[src/rtl/fprp_pkg.sv]
`default_nettype none

package fprp_pkg;

  localparam int unsigned LINE_CAP_DEF  = 511;
  localparam int unsigned REPLY_CAP_DEF = 1023;

  localparam logic [7:0] CHAR_NEWLINE = 8'h0A;
  localparam logic [7:0] CHAR_SPACE   = 8'h20;
  localparam logic [7:0] CHAR_OPEN    = 8'h28;
  localparam logic [7:0] CHAR_COMMA   = 8'h2C;

  localparam int unsigned IN_TDATA_W  = 8;
  localparam int unsigned OUT_TDATA_W = 64;

  typedef struct packed {
    logic [15:0] pasv_port;
    logic [31:0] host_address;
    logic        pasv_ok;
    logic        hit_length_cap;
    logic [9:0]  reply_code;
  } result_t;

  localparam int unsigned RESULT_W = $bits(result_t);

  function automatic logic is_digit(input logic [7:0] c);
    is_digit = c inside {[8'h30:8'h39]};
  endfunction

endpackage

`default_nettype wire

[src/rtl/fprp_in_reg.sv]
`default_nettype none

module fprp_in_reg (
  input  wire logic       clk,
  input  wire logic       rst,
  input  wire logic       s_valid,
  output logic            s_ready,
  input  wire logic [7:0] s_data,
  input  wire logic       take,
  output logic            q_valid,
  output logic [7:0]      q_data
);

  // refill in the same cycle the held word is consumed
  assign s_ready = !q_valid || take;

  always_ff @(posedge clk) begin
    if (rst) begin
      q_valid <= 1'b0;
    end else if (s_ready) begin
      q_valid <= s_valid;
    end
  end

  always_ff @(posedge clk) begin
    if (s_ready && s_valid) begin
      q_data <= s_data;
    end
  end

endmodule

`default_nettype wire

[src/rtl/fprp_parser.sv]
`default_nettype none

module fprp_parser #(
  parameter int unsigned LINE_CAP  = fprp_pkg::LINE_CAP_DEF,
  parameter int unsigned REPLY_CAP = fprp_pkg::REPLY_CAP_DEF
) (
  input  wire logic       clk,
  input  wire logic       rst,
  input  wire logic       step,
  input  wire logic [7:0] rx_byte,
  output logic            res_valid,
  output fprp_pkg::result_t res
);

  localparam int unsigned LLW = $clog2(LINE_CAP + 1);
  localparam int unsigned RLW = $clog2(REPLY_CAP + LINE_CAP + 1);

  localparam logic [2:0] PH_WAIT   = 3'd0;
  localparam logic [2:0] PH_START  = 3'd1;
  localparam logic [2:0] PH_DIGITS = 3'd2;
  localparam logic [2:0] PH_DONE   = 3'd3;
  localparam logic [2:0] PH_FAIL   = 3'd4;

  logic [LLW-1:0] line_length,  line_length_next;
  logic [RLW-1:0] reply_length, reply_length_next;
  logic [3:0]     line_head_ok, line_head_ok_next;
  logic [9:0]     code_accum,   code_accum_next;
  logic [1:0]     code_digits,  code_digits_next;
  logic [2:0]     pasv_phase,   pasv_phase_next;
  logic [2:0]     value_index,  value_index_next;
  logic [8:0]     value_accum,  value_accum_next;
  logic [31:0]    address_acc,  address_acc_next;
  logic [7:0]     port_high,    port_high_next;

  logic           digit;
  logic [3:0]     dval;
  logic [11:0]    value_mul;
  logic [LLW-1:0] line_inc;
  logic [RLW-1:0] reply_inc;
  logic           line_end;
  logic           done;
  logic           capped;
  logic           pasv_good;

  always_comb begin
    digit     = fprp_pkg::is_digit(rx_byte);
    dval      = rx_byte[3:0];
    value_mul = {3'b000, value_accum} * 12'd10 + {8'h00, dval};

    code_accum_next   = code_accum;
    code_digits_next  = code_digits;
    line_head_ok_next = line_head_ok;
    pasv_phase_next   = pasv_phase;
    value_index_next  = value_index;
    value_accum_next  = value_accum;
    address_acc_next  = address_acc;
    port_high_next    = port_high;

    // reply code from the leading digits of the reply
    if (code_digits != 2'd3 && reply_length == RLW'(code_digits) && digit) begin
      code_accum_next  = 10'(code_accum * 10'd10 + {6'b0, dval});
      code_digits_next = code_digits + 2'd1;
    end

    // final line head: three digits then a space
    if (line_length < LLW'(3)) begin
      if (digit && (line_length == '0 ||
                    line_head_ok[line_length[1:0] - 2'd1])) begin
        line_head_ok_next[line_length[1:0]] = 1'b1;
      end
    end else if (line_length == LLW'(3)) begin
      if (rx_byte == fprp_pkg::CHAR_SPACE && line_head_ok[2]) begin
        line_head_ok_next[3] = 1'b1;
      end
    end

    case (pasv_phase)
      PH_WAIT: begin
        if (rx_byte == fprp_pkg::CHAR_OPEN) begin
          pasv_phase_next  = PH_START;
          value_index_next = 3'd0;
          value_accum_next = 9'd0;
        end
      end
      PH_START: begin
        if (digit) begin
          value_accum_next = {5'b0, dval};
          pasv_phase_next  = PH_DIGITS;
        end else begin
          pasv_phase_next = PH_FAIL;
        end
      end
      PH_DIGITS: begin
        if (digit) begin
          if (value_mul > 12'd255) begin
            pasv_phase_next = PH_FAIL;
          end else begin
            value_accum_next = value_mul[8:0];
          end
        end else if (value_index >= 3'd5) begin
          pasv_phase_next = PH_DONE;
        end else if (rx_byte == fprp_pkg::CHAR_COMMA) begin
          if (value_index < 3'd4) begin
            address_acc_next = {address_acc[23:0], value_accum[7:0]};
          end else begin
            port_high_next = value_accum[7:0];
          end
          value_index_next = value_index + 3'd1;
          value_accum_next = 9'd0;
          pasv_phase_next  = PH_START;
        end else begin
          pasv_phase_next = PH_FAIL;
        end
      end
      default: begin
      end
    endcase

    line_inc  = line_length + LLW'(1);
    reply_inc = reply_length + RLW'(1);
    line_end  = (rx_byte == fprp_pkg::CHAR_NEWLINE) || (line_inc >= LLW'(LINE_CAP));

    done   = 1'b0;
    capped = 1'b0;
    if (line_end) begin
      if (line_head_ok_next[3]) begin
        done = 1'b1;
      end else if (reply_inc >= RLW'(REPLY_CAP)) begin
        done   = 1'b1;
        capped = 1'b1;
      end
    end

    // sixth value may be closed by the reply end itself
    pasv_good = (pasv_phase_next == PH_DONE) ||
                (pasv_phase_next == PH_DIGITS && value_index_next >= 3'd5);

    res_valid          = done;
    res.reply_code     = code_accum_next;
    res.hit_length_cap = capped;
    res.pasv_ok        = pasv_good;
    res.host_address   = pasv_good ? address_acc_next : 32'd0;
    res.pasv_port      = pasv_good ? {port_high_next, value_accum_next[7:0]} : 16'd0;

    line_length_next  = line_end ? '0 : line_inc;
    reply_length_next = reply_inc;
    if (line_end) begin
      line_head_ok_next = 4'd0;
    end

    // start a fresh reply
    if (done) begin
      reply_length_next = '0;
      code_accum_next   = 10'd0;
      code_digits_next  = 2'd0;
      pasv_phase_next   = PH_WAIT;
      value_index_next  = 3'd0;
      value_accum_next  = 9'd0;
      address_acc_next  = 32'd0;
      port_high_next    = 8'd0;
    end
  end

  always_ff @(posedge clk) begin
    if (rst) begin
      line_length  <= '0;
      reply_length <= '0;
      line_head_ok <= 4'd0;
      code_accum   <= 10'd0;
      code_digits  <= 2'd0;
      pasv_phase   <= PH_WAIT;
      value_index  <= 3'd0;
      value_accum  <= 9'd0;
      address_acc  <= 32'd0;
      port_high    <= 8'd0;
    end else if (step) begin
      line_length  <= line_length_next;
      reply_length <= reply_length_next;
      line_head_ok <= line_head_ok_next;
      code_accum   <= code_accum_next;
      code_digits  <= code_digits_next;
      pasv_phase   <= pasv_phase_next;
      value_index  <= value_index_next;
      value_accum  <= value_accum_next;
      address_acc  <= address_acc_next;
      port_high    <= port_high_next;
    end
  end

endmodule

`default_nettype wire

[src/rtl/ftp_reply_pasv_parser_core.sv]
// Channel  Dir  Signals                                   Word
// s_axis   in   s_axis_tvalid/tready/tdata[7:0]           one reply byte
// m_axis   out  m_axis_tvalid/tready/tdata[63:0]          one parsed reply
//
// One byte per cycle while the output is not stalled; a byte sits in the input
// register and its result, if any, goes to the output register as it leaves.
// The per-byte parse state update is the single loop that sets this rate.
// rst is synchronous, active high, and returns to the start of a reply.
// A result held in the output register stalls the byte in the input register,
// whether or not it finishes a reply, until the result is taken.
`default_nettype none

module ftp_reply_pasv_parser_core #(
  parameter int unsigned LINE_CAP  = fprp_pkg::LINE_CAP_DEF,
  parameter int unsigned REPLY_CAP = fprp_pkg::REPLY_CAP_DEF
) (
  input  wire logic        clk,
  input  wire logic        rst,
  input  wire logic        s_axis_tvalid,
  output logic             s_axis_tready,
  input  wire logic [7:0]  s_axis_tdata,  // [7:0] rx_byte
  output logic             m_axis_tvalid,
  input  wire logic        m_axis_tready,
  // [9:0] reply_code, [10] hit_length_cap, [11] pasv_ok,
  // [43:12] host_address, [59:44] pasv_port, [63:60] zero
  output logic [63:0]      m_axis_tdata
);

  logic              in_valid;
  logic [7:0]        in_byte;
  logic              fire;
  logic              res_valid;
  fprp_pkg::result_t res;
  fprp_pkg::result_t out_res;

  // advance whenever the output slot is free or being emptied
  assign fire = in_valid && (!m_axis_tvalid || m_axis_tready);

  fprp_in_reg u_in_reg (
    .clk     (clk),
    .rst     (rst),
    .s_valid (s_axis_tvalid),
    .s_ready (s_axis_tready),
    .s_data  (s_axis_tdata),
    .take    (fire),
    .q_valid (in_valid),
    .q_data  (in_byte)
  );

  fprp_parser #(
    .LINE_CAP  (LINE_CAP),
    .REPLY_CAP (REPLY_CAP)
  ) u_parser (
    .clk       (clk),
    .rst       (rst),
    .step      (fire),
    .rx_byte   (in_byte),
    .res_valid (res_valid),
    .res       (res)
  );

  always_ff @(posedge clk) begin
    if (rst) begin
      m_axis_tvalid <= 1'b0;
    end else if (fire && res_valid) begin
      m_axis_tvalid <= 1'b1;
    end else if (m_axis_tready) begin
      m_axis_tvalid <= 1'b0;
    end
  end

  always_ff @(posedge clk) begin
    if (fire && res_valid) begin
      out_res <= res;
    end
  end

  assign m_axis_tdata = {(fprp_pkg::OUT_TDATA_W - fprp_pkg::RESULT_W)'(0), out_res};

`ifndef SYNTH
  a_pasv_zero: assert property (@(posedge clk) disable iff (rst)
    m_axis_tvalid && !out_res.pasv_ok |->
      out_res.host_address == 32'd0 && out_res.pasv_port == 16'd0)
    else $error("address or port set on failed passive parse");

  a_code_range: assert property (@(posedge clk) disable iff (rst)
    m_axis_tvalid |-> out_res.reply_code <= 10'd999)
    else $error("reply code out of range");

  a_stall_input: assert property (@(posedge clk) disable iff (rst)
    in_valid && m_axis_tvalid && !m_axis_tready |-> !s_axis_tready)
    else $error("input taken while parse stage is blocked");

  a_drain: assert property (@(posedge clk) disable iff (rst)
    m_axis_tvalid && m_axis_tready && !(fire && res_valid) |=> !m_axis_tvalid)
    else $error("result repeated after hand-off");
`endif

endmodule

`default_nettype wire
[config.mk]
export PLATFORM = sky130hd
export DESIGN_NAME = ftp_reply_pasv_parser_core
export DESIGN_NICKNAME = d
export VERILOG_FILES = /design/src/rtl/fprp_pkg.sv /design/src/rtl/fprp_in_reg.sv /design/src/rtl/fprp_parser.sv /design/src/rtl/ftp_reply_pasv_parser_core.sv
export SDC_FILE = /design/constraint.sdc
export NUM_CORES = 1
export LEC_CHECK = 0
export BUFFER_PORTS_ARGS = -buffer_cell sky130_fd_sc_hd__buf_2
export CAP_MARGIN = 20
export CORE_UTILIZATION = 41
export CTS_CLUSTER_SIZE = 16
export DETAILED_ROUTE_END_ITERATION = 16
export GPL_TIMING_DRIVEN = 0
export SETUP_SLACK_MARGIN = 0.15
export SYNTH_ARGS = -nofsm -noshare
export SYNTH_HDL_FRONTEND = slang
export SYNTH_SLANG_ARGS = --single-unit
[constraint.sdc]
create_clock -name clk -period 8 [get_ports clk]
set_input_delay 0.8 -clock clk [delete_from_list [all_inputs] [get_ports clk]]
set_output_delay 0.8 -clock clk [all_outputs]
set_load 0.05 [all_outputs]
==> run metrics, run 1 <==
status finished, final reports clean; CP Max Fanout 10; antenna-violating nets left 0; Hold Fails Final Rpt 0; TritonCTS clock tree done; gr ovfl total 0; Worst setup SP type register; RSZ-0062 raised after global routing false; fin. max-slew vios 0; Reg power frac 0.502; Post-CTS Setup Bufs 0; WS Path Type register to register; final-stage net count 1,094; maximum buffer depth of the clock tree 2; Syn Std Cell Area 0.00845 mm^2; initial antenna violation count 0; worst vdd ir 139 uV; Post-synth EDFFs 68; Finished Layout Cells 1,320; Net Sw Frac 0.238; CTS Buf Count 17; CTS H-Tree Depth 4; Max-Cap Viols 0; Setup TNS 0 ps; Synthesis Warnings 0; initial detailed-routing violation count 475; #FFs+latches synth 161; pwr/cell area 176 mW/mm^2; worst slew pin tran 955 ps; sw power 0.409 mW; critical path data arrival time 4720 ps; clock power share 0.464; post-DP HPWL 15,300 um; final setup vio count 0; syn avg cell area 8.98 um^2; detailed-route DRC error count 0; post-CTS sizing 0; Die Area 0.0212 mm^2; Combinational Power Share 0.035; clk sinks 161; First-pass DRT Iterations 5; vias per inst 5.41; Layout area overhead 15.6%; Root Driver clkbuf_16; I/O Buffers 73; Met2 Routed Length 9660 um; first-pass GRT wire length 34,600 um; met3 routed wirelength 1220 um; clock period minus worst slack 4460 ps; sequential fraction of the synthesis area 0.462; Async SR Flop Fraction 0; Worst-path clk slew 60 ps; floorplan core area 0.0202 mm^2; cell row count 52; GP Congestion 0.866; via count 7,142; CP Capture Type register; Main synth FF type dfxtp_1; Leak 3.37 nW; clock latency on the worst-skew pair 430 ps; pin count of the biggest net entering global routing 37; Max Clock Freq 0.224 GHz; share of cells above drive strength 1 0.137; Mapped Cells 941; crit share post-route 0.557; Critical-path top delay cell o311ai_1; Hold Crit Class register to register; placed cells 1,288; Max stage delay on crit path 620 ps; relative slew slack 0.362; Netlist cell types 76; number of diodes 0; met1 wire length 10,100 um; Post-Route WL 21,600 um; initial core utilization 0.418; clock skew 11.6 ps; CP cell instances ha_1 > ha_1 > fa_1 > a211oi_1 > or4_1 > o211ai_1 > o311ai_1 > a311oi_1 > o21ai_1 > or4b_1 > clkbuf_1 > buf_6 > buf_6 > a21oi_2; DR top layer met4; hold_buf cts 0; vias in the first global route 6,539; GR Util All Layers 0.209; Die H 146 um; Die Wd 146 um; Pint 1.31 mW; wire length per cell 16.4 um; I/O Pins 78; required time worst endpoint 8260 ps
[layout make-up]
class	count	area [um^2]
inverters	23	86.3
plain buffers	57	260
multi-input cells	703	4220
well taps	270	338
repair buffers	74	385
fillers	1952	10500
clock inverters	13	146
flip-flops and latches	161	3900
clock buffers	19	433
[layout by cell type, fill, tap and decap left out, types with 5 or more instances in the layout]
cell type,count
a21o_1,8
a21oi_1,80
a21oi_2,10
a22oi_1,49
a31oi_1,6
and2_1,8
and3_1,9
buf_1,5
buf_2,77
buf_4,7
clkbuf_1,41
clkbuf_16,17
dfxtp_1,93
edfxtp_1,68
ha_1,41
inv_1,23
nand2_1,145
nand2b_1,6
nand3_1,20
nand3b_1,5
nor2_1,118
nor2b_1,9
nor3_1,17
nor4_1,9
o21ai_0,41
o21ai_1,5
xnor2_1,13
xor2_1,11
[through the flow]
stage / area [um^2] / total power [mW] / util / hold slack (ps) / worst slack [ps]
final: 9780 / 1.72 / 0.483 / 466 / 3540
after global routing: 9780 / 1.78 / 0.483 / 506 / 3170
after CTS: 9780 / 1.73 / 0.483 / 474 / 3530
after detailed placement: 9200 / 0.941 / 0.454 / 459 / 3560
after global placement: 9170 / 0.940 / 0.453 / 446 / 833
after floorplan: 8470 / 0.916 / - / 431 / 2910
[synth_stat cells (all sizes together), types with 5 or more instances]
cell type  number  area share
xor2           11       0.011
nand3          20       0.012
a31oi           6      0.0044
xnor2          13       0.013
nor2b           9      0.0067
nor4           10      0.0081
a21oi          90       0.058
nor3           18       0.011
buf            18       0.013
nand3b          5      0.0044
nor3b           5      0.0050
dfxtp          93        0.22
nand2b          6      0.0044
clkbuf         39       0.017
edfxtp         68        0.24
ha             41       0.061
and2            8      0.0059
nor2          120       0.054
o21ai          46       0.027
nand2         146       0.065
a21o            8      0.0071
inv            23       0.010
a22oi          49       0.044
and3            9      0.0067
[sequential cells by signal, indices dropped and copies added, names as in the netlist, 4 cells and up]
| register | flops |
|---|---|
| m_axis_tdata | 60 |
| u_in_reg.q_data | 8 |
| u_parser.address_acc | 32 |
| u_parser.code_accum | 10 |
| u_parser.line_head_ok | 4 |
| u_parser.line_length | 9 |
| u_parser.port_high | 8 |
| u_parser.reply_length | 11 |
| u_parser.value_accum | 9 |
[power by group through the flow]
stage / registers, mW / clock network, mW / logic (mW)
5_1_grt: 0.864 / 0.847 / 0.0650
6_report: 0.864 / 0.798 / 0.0594
3_5_place_dp: 0.882 / 0 / 0.0588
2_1_floorplan: 0.877 / 0 / 0.0388
3_3_place_gp: 0.882 / 0 / 0.0584
4_1_cts: 0.863 / 0.812 / 0.0593
[metal layers]
| metal | up-vias | global-route usage |
|---|---|---|
| met5 | - | 0 |
| met4 | 0 | 0.0868 |
| met3 | 43 | 0.0379 |
| met2 | 238 | 0.325 |
| met1 | 3308 | 0.285 |
| li1 | 3553 | - |
[worst paths after layout]
kind                            startpoint                        to  slack, ps  cells after the start
hold / removal    u_parser.line_head_ok[0]  u_parser.line_head_ok[0]        470                      2
hold reg to reg   u_parser.line_head_ok[0]  u_parser.line_head_ok[0]        470                      2
setup reg to reg   u_parser.value_accum[1]          m_axis_tdata[45]       3540                     14
setup / recovery   u_parser.value_accum[1]          m_axis_tdata[45]       3540                     14
[critical path: cells and delay by family, from the launching register on]
kind	cells	cell delay, ps
compound gates	6	1800
fa+ha+maj	3	950
buf+inv	3	500
flops	1	430
simple gates	2	620
[cell families after synthesis]
kind of cell | synth area share
and+or+nand+nor | 0.205
AOI/OAI and AO/OA | 0.186
DFF | 0.462
buffers and inverters | 0.0410
adders and majority gates | 0.0701
xor gates and xnor gates | 0.0275
muxes | 0.00888
other | 0.000444
(Power assumes the default switching activity.)
==> run 2: changes to the inputs <==
==> constraint.sdc (replaced) <==
create_clock -name clk -period 3.95 [get_ports clk]
set_input_delay 0.395 -clock clk [delete_from_list [all_inputs] [get_ports clk]]
set_output_delay 0.395 -clock clk [all_outputs]
set_load 0.05 [all_outputs]
==> run metrics, run 2 (synthesis gave the netlist of run 1 again) <==
status finished, final reports clean; antenna-violating nets left 0 (unchanged); initial antenna violation count 0 (unchanged); maximum buffer depth of the clock tree 2 (unchanged); sw power 0.849 mW (+110%); clock period minus worst slack 3870 ps (-589 ps); Combinational Power Share 0.034 (about the same); Max Clock Freq 0.259 GHz (+15%); initial detailed-routing violation count 542 (+14%); clock skew 9.10 ps (-2.47 ps); Die H 146 um (unchanged); vias in the first global route 6,936 (+6.1%); critical path data arrival time 4150 ps (-570 ps); pin count of the biggest net entering global routing 32 (-14%); CTS Buf Count 17 (unchanged); post-DP HPWL 15,500 um (+0.74%); Min Hold Slack 132 ps (-334 ps); Die Wd 146 um (unchanged); Finished Layout Cells 1,333 (+0.98%); most frequent cells in the layout nand2_1 (144), nor2_1 (113), dfxtp_1 (85); CP Capture Type register; First-pass DRT Iterations 5 (unchanged); Pint 2.78 mW (+110%); number of diodes 0 (unchanged); pwr/cell area 352 mW/mm^2 (+100%); Worst setup SP type register; relative slew slack 0.419 (+0.0565); RSZ-0062 raised after global routing true; gr ovfl total 0 (unchanged); first-pass GRT wire length 36,300 um (+5.1%); CP Max Fanout 7 (-3); Placement Cell Area 0.00922 mm^2 (+0.22%); clk sinks 161 (unchanged); Setup TNS 0 ps (unchanged); clock power share 0.486 (+0.022); GR Util All Layers 0.217 (+0.00838); cell row count 52 (unchanged); fin. max-slew vios 0 (unchanged); Final Instance Area 0.0103 mm^2 (+5.3%); via count 7,314 (+2.4%); CTS H-Tree Depth 4 (unchanged); Net Sw Frac 0.234 (-0.00382); WS Path Type register to register; final setup vio count 0 (unchanged); share of cells above drive strength 1 0.195 (+0.0576); Post-Route WL 22,500 um (+4.4%); detailed-route DRC error count 0 (unchanged); Worst-path clk slew 70 ps (about the same); crit share post-route 0.979 (+0.422); vias per inst 5.49 (+1.4%); placed cells 1,289 (+0.078%); Pwr Total 3.63 mW (+110%); commonest non-fill, non-tap cell in the layout nand2_1; Max-Cap Viols 0 (unchanged); number of flip-flops in the largest register 60 (unchanged); Hold Crit Class input port to register; GP Congestion 0.864 (-0.21%); worst vdd ir 252 uV (+81%); Layout area overhead 21.8%; Reg power frac 0.480 (-0.022); I/O Buffers 73 (unchanged); worst slew pin tran 868 ps (-86.6 ps); TritonCTS clock tree done; floorplan core area 0.0202 mm^2 (unchanged); I/O Pins 78 (unchanged); wire length per cell 16.9 um (+3.4%); fillcell total 1,922 (-1.5%); Die Area 0.0212 mm^2 (unchanged); clock latency on the worst-skew pair 440 ps (about the same); initial core utilization 0.418 (unchanged); final-stage net count 1,107 (+1.2%); Hold Fails Final Rpt 0 (unchanged); required time worst endpoint 4240 ps (-4020 ps); Root Driver clkbuf_16; Leak 3.49 nW (+3.7%)
run 2: area by class of cell:
cell class,instances,area [um^2],area share
multi-input cells,703,4520,0.439
clock inverters,14,196,0.0191
inverters,23,86.3,0.00838
repair buffers,87,517,0.0502
plain buffers,57,282,0.0273
flip-flops and latches,161,3930,0.382
well taps,270,338,0.0328
clock buffers,18,429,0.0417
run 2: layer usage:
layer / track usage / wire, um / vias to the layer above
met5: 0 / 0 / -
met4: 0.0821 / 519 / 0
met3: 0.0389 / 1190 / 37
met2: 0.346 / 10400 / 232
met1: 0.294 / 10400 / 3456
li1: - / - / 3589
run 2: path summary, 6_finish.rpt:
path	start	end	slack (ps)	cells past startpoint
worst max register to register	u_parser.value_accum[1]	m_axis_tdata[47]	80	15
worst max-delay path	u_parser.value_accum[1]	m_axis_tdata[47]	80	15
worst min-delay path	s_axis_tdata[5]	u_in_reg.q_data[5]	130	1
worst min register to register	u_parser.line_head_ok[1]	u_parser.line_head_ok[1]	490	2
run 2: power groups by stage:
stage	sequential [mW]	combinational [mW]	clock, mW
3_5_place_dp	1.78	0.118	0
5_1_grt	1.74	0.132	1.85
2_1_floorplan	1.78	0.0788	0
6_report	1.74	0.122	1.77
4_1_cts	1.74	0.120	1.78
3_3_place_gp	1.79	0.118	0
run 2: through the flow:
stage	util	worst slack [ps]
6_report	0.509	83.6
5_1_grt	0.509	-13.4
4_1_cts	0.500	119
3_5_place_dp	0.455	-456
3_3_place_gp	0.454	-575
2_1_floorplan	-	289
run 2: worst max-delay path, stage by stage, from the launching register on:
cell and delay [ps]:
dfxtp_4 360, ha_4 240, ha_4 160, fa_2 410, a211oi_4 290, or4_1 150, o211ai_1 160, buf_4 200
o311ai_4 360, a311oi_2 170, o21ai_1 170, or4b_4 480, buf_6 140, buf_8 130, clkbuf_16 170, a21oi_4 130
run 2: timing repair:
action,CTS,global route
hold buffers,0,0
resized for setup,42,41
cloned,0,1
buffers inserted,9,2
pin swaps,10,4
setup endpoints to repair,65,159
==> run 3: changes to the inputs <==
--- a/config.mk
+++ b/config.mk
@@ -8,6 +8,7 @@
 export BUFFER_PORTS_ARGS = -buffer_cell sky130_fd_sc_hd__buf_2
 export CAP_MARGIN = 20
 export CORE_UTILIZATION = 41
+export CTS_BUF_LIST = sky130_fd_sc_hd__clkbuf_4 sky130_fd_sc_hd__clkbuf_8
 export CTS_CLUSTER_SIZE = 16
 export DETAILED_ROUTE_END_ITERATION = 16
 export GPL_TIMING_DRIVEN = 0
==> run metrics, run 3 (synthesis gave the netlist of run 1 again) <==
critical path data arrival time 4180 ps (+30 ps); worst reg2reg path depth 15 (unchanged); cell row count 52 (unchanged); Worst setup SP type register; required time worst endpoint 4270 ps (+30 ps); worst slew pin tran 769 ps (-99.0 ps); crit share post-route 0.979 (about the same); Worst Hold Path EP u_in_reg.q_data[5]; initial detailed-routing violation count 545 (+0.55%); Hold Crit Depth 1 (unchanged); First-pass DRT Iterations 5 (unchanged); fin. max-slew vios 0 (unchanged); Min-Delay Startpoint s_axis_tdata[5]; antenna-violating nets left 0 (unchanged); Layout area overhead 18.3%; CTS H-Tree Depth 4 (unchanged); wire length per cell 16.7 um (-1.4%); commonest non-fill, non-tap cell in the layout nand2_1; Worst-path clk slew 100 ps (+30 ps); via count 7,245 (-0.94%); final-stage net count 1,104 (-0.27%); gr ovfl total 0 (unchanged); worst r2r dst m_axis_tdata[45]; WS Path Type register to register; I/O Pins 78 (unchanged); clock latency on the worst-skew pair 480 ps (+40 ps); initial core utilization 0.418 (unchanged); vias in the first global route 6,838 (-1.4%); detailed-route DRC error count 0 (unchanged); GR Util All Layers 0.215 (-0.00230); clock period minus worst slack 3870 ps (-0.735 ps); initial antenna violation count 0 (unchanged); first-pass GRT wire length 35,900 um (-1.2%); final setup vio count 0 (unchanged); Place WS -456 ps (unchanged); Max-Cap Viols 0 (unchanged); clock skew 19.7 ps (+10.6 ps); Die H 146 um (unchanged); Hold Fails Final Rpt 0 (unchanged); TritonCTS clock tree done; worst vdd ir 188 uV (-25%); clk sinks 161 (unchanged); maximum buffer depth of the clock tree 2 (unchanged); Worst Slack Setup Final 84.3 ps (+0.735 ps); Reg2Reg Setup Slack 80 ps (about the same); worst reg2reg startpoint u_parser.value_accum[1]; status finished, final reports clean; floorplan core area 0.0202 mm^2 (unchanged); pin count of the biggest net entering global routing 32 (unchanged); Max Clock Freq 0.259 GHz (about the same); Finished Layout Cells 1,330 (-0.23%); Hold Crit Class input port to register; CP Max Fanout 10 (+3); placed cells 1,289 (unchanged); Post-Route WL 22,200 um (-1.6%); pwr/cell area 321 mW/mm^2 (-8.8%); number of diodes 0 (unchanged); RSZ-0062 raised after global routing true; number of flip-flops in the largest register 60 (unchanged); I/O Buffers 73 (unchanged); most frequent cells in the layout nand2_1 (145), nor2_1 (112), dfxtp_1 (85); Die Area 0.0212 mm^2 (unchanged); relative slew slack 0.487 (+0.0687); share of cells above drive strength 1 0.186 (-0.00888); vias per inst 5.45 (-0.72%); CTS Buf Count 17 (unchanged); Leak 3.39 nW (-2.9%); Die Wd 146 um (unchanged); post-DP HPWL 15,500 um (unchanged); GP Congestion 0.864 (unchanged); CP Capture Type register; Root Driver clkbuf_8
[run 3: worst max-delay path: stages, from the launching register on]
cell,delay [ps]
dfxtp_4,370
ha_4,240
ha_4,170
fa_2,410
a211oi_4,290
o22ai_1,180
nor4_4,280
and4b_1,240
o21a_2,190
nand2_1,80
o21ba_1,200
or4b_1,470
clkbuf_8,160
buf_6,140
buf_12,150
a21oi_4,140
[run 3: worst max path at each step]
stage | from | end | slack [ps] | depth (start not counted)
after detailed placement | u_parser.value_accum[1] | m_axis_tdata[45] | -460 | 14
final | u_parser.value_accum[1] | m_axis_tdata[45] | 80 | 15
after global routing | u_parser.value_accum[1] | m_axis_tdata[45] | -50 | 15
after CTS | u_parser.value_accum[1] | m_axis_tdata[45] | 80 | 15
after global placement | u_parser.line_length[1] | m_axis_tdata[30] | -580 | 8
after floorplan | u_parser.value_accum[1] | m_axis_tdata[45] | 290 | 15
[run 3: cell type report]
class	count	area, um^2
flip-flops and latches	161	3930
clock inverters	14	196
fillers	1957	10200
clock buffers	18	241
well taps	270	338
inverters	23	86.3
plain buffers	57	283
multi-input cells	703	4450
repair buffers	84	473
[run 3: power breakdown]
group / internal [mW] / total, mW / switching [mW]
logic: 0.0332 / 0.121 / 0.0882
registers: 1.72 / 1.74 / 0.0166
clock network: 0.658 / 1.35 / 0.692
[run 3: metal layers]
layer / part of all wire / global-route usage
met1: 0.46 / 0.294
met4: 0.029 / 0.0821
met2: 0.45 / 0.338
met5: 0 / 0
met3: 0.058 / 0.0398
[run 3: repair_timing]
item / 4_1_cts / 5_1_grt
hold buffers: 0 / 0
gates resized for setup: 41 / 29
endpoints found under the hold margin: 0 / 0
endpoints found under the setup margin: 65 / 154
pin swaps: 10 / 5
buffers inserted: 7 / 2
[run 3: metrics by stage]
step | total power, mW | hold slack [ps] | util | TNS, ps | cell area, um^2
finish | 3.21 | 84.8 | 0.494 | 0 | 10000
global route | 3.30 | 65.6 | 0.494 | -262 | 10000
CTS | 3.23 | 71.0 | 0.489 | 0 | 9890
detailed placement | 1.90 | 463 | 0.455 | -18700 | 9220
global placement | 1.90 | 449 | 0.454 | -52740 | 9180
floorplan | 1.86 | 431 | - | 0 | 8470
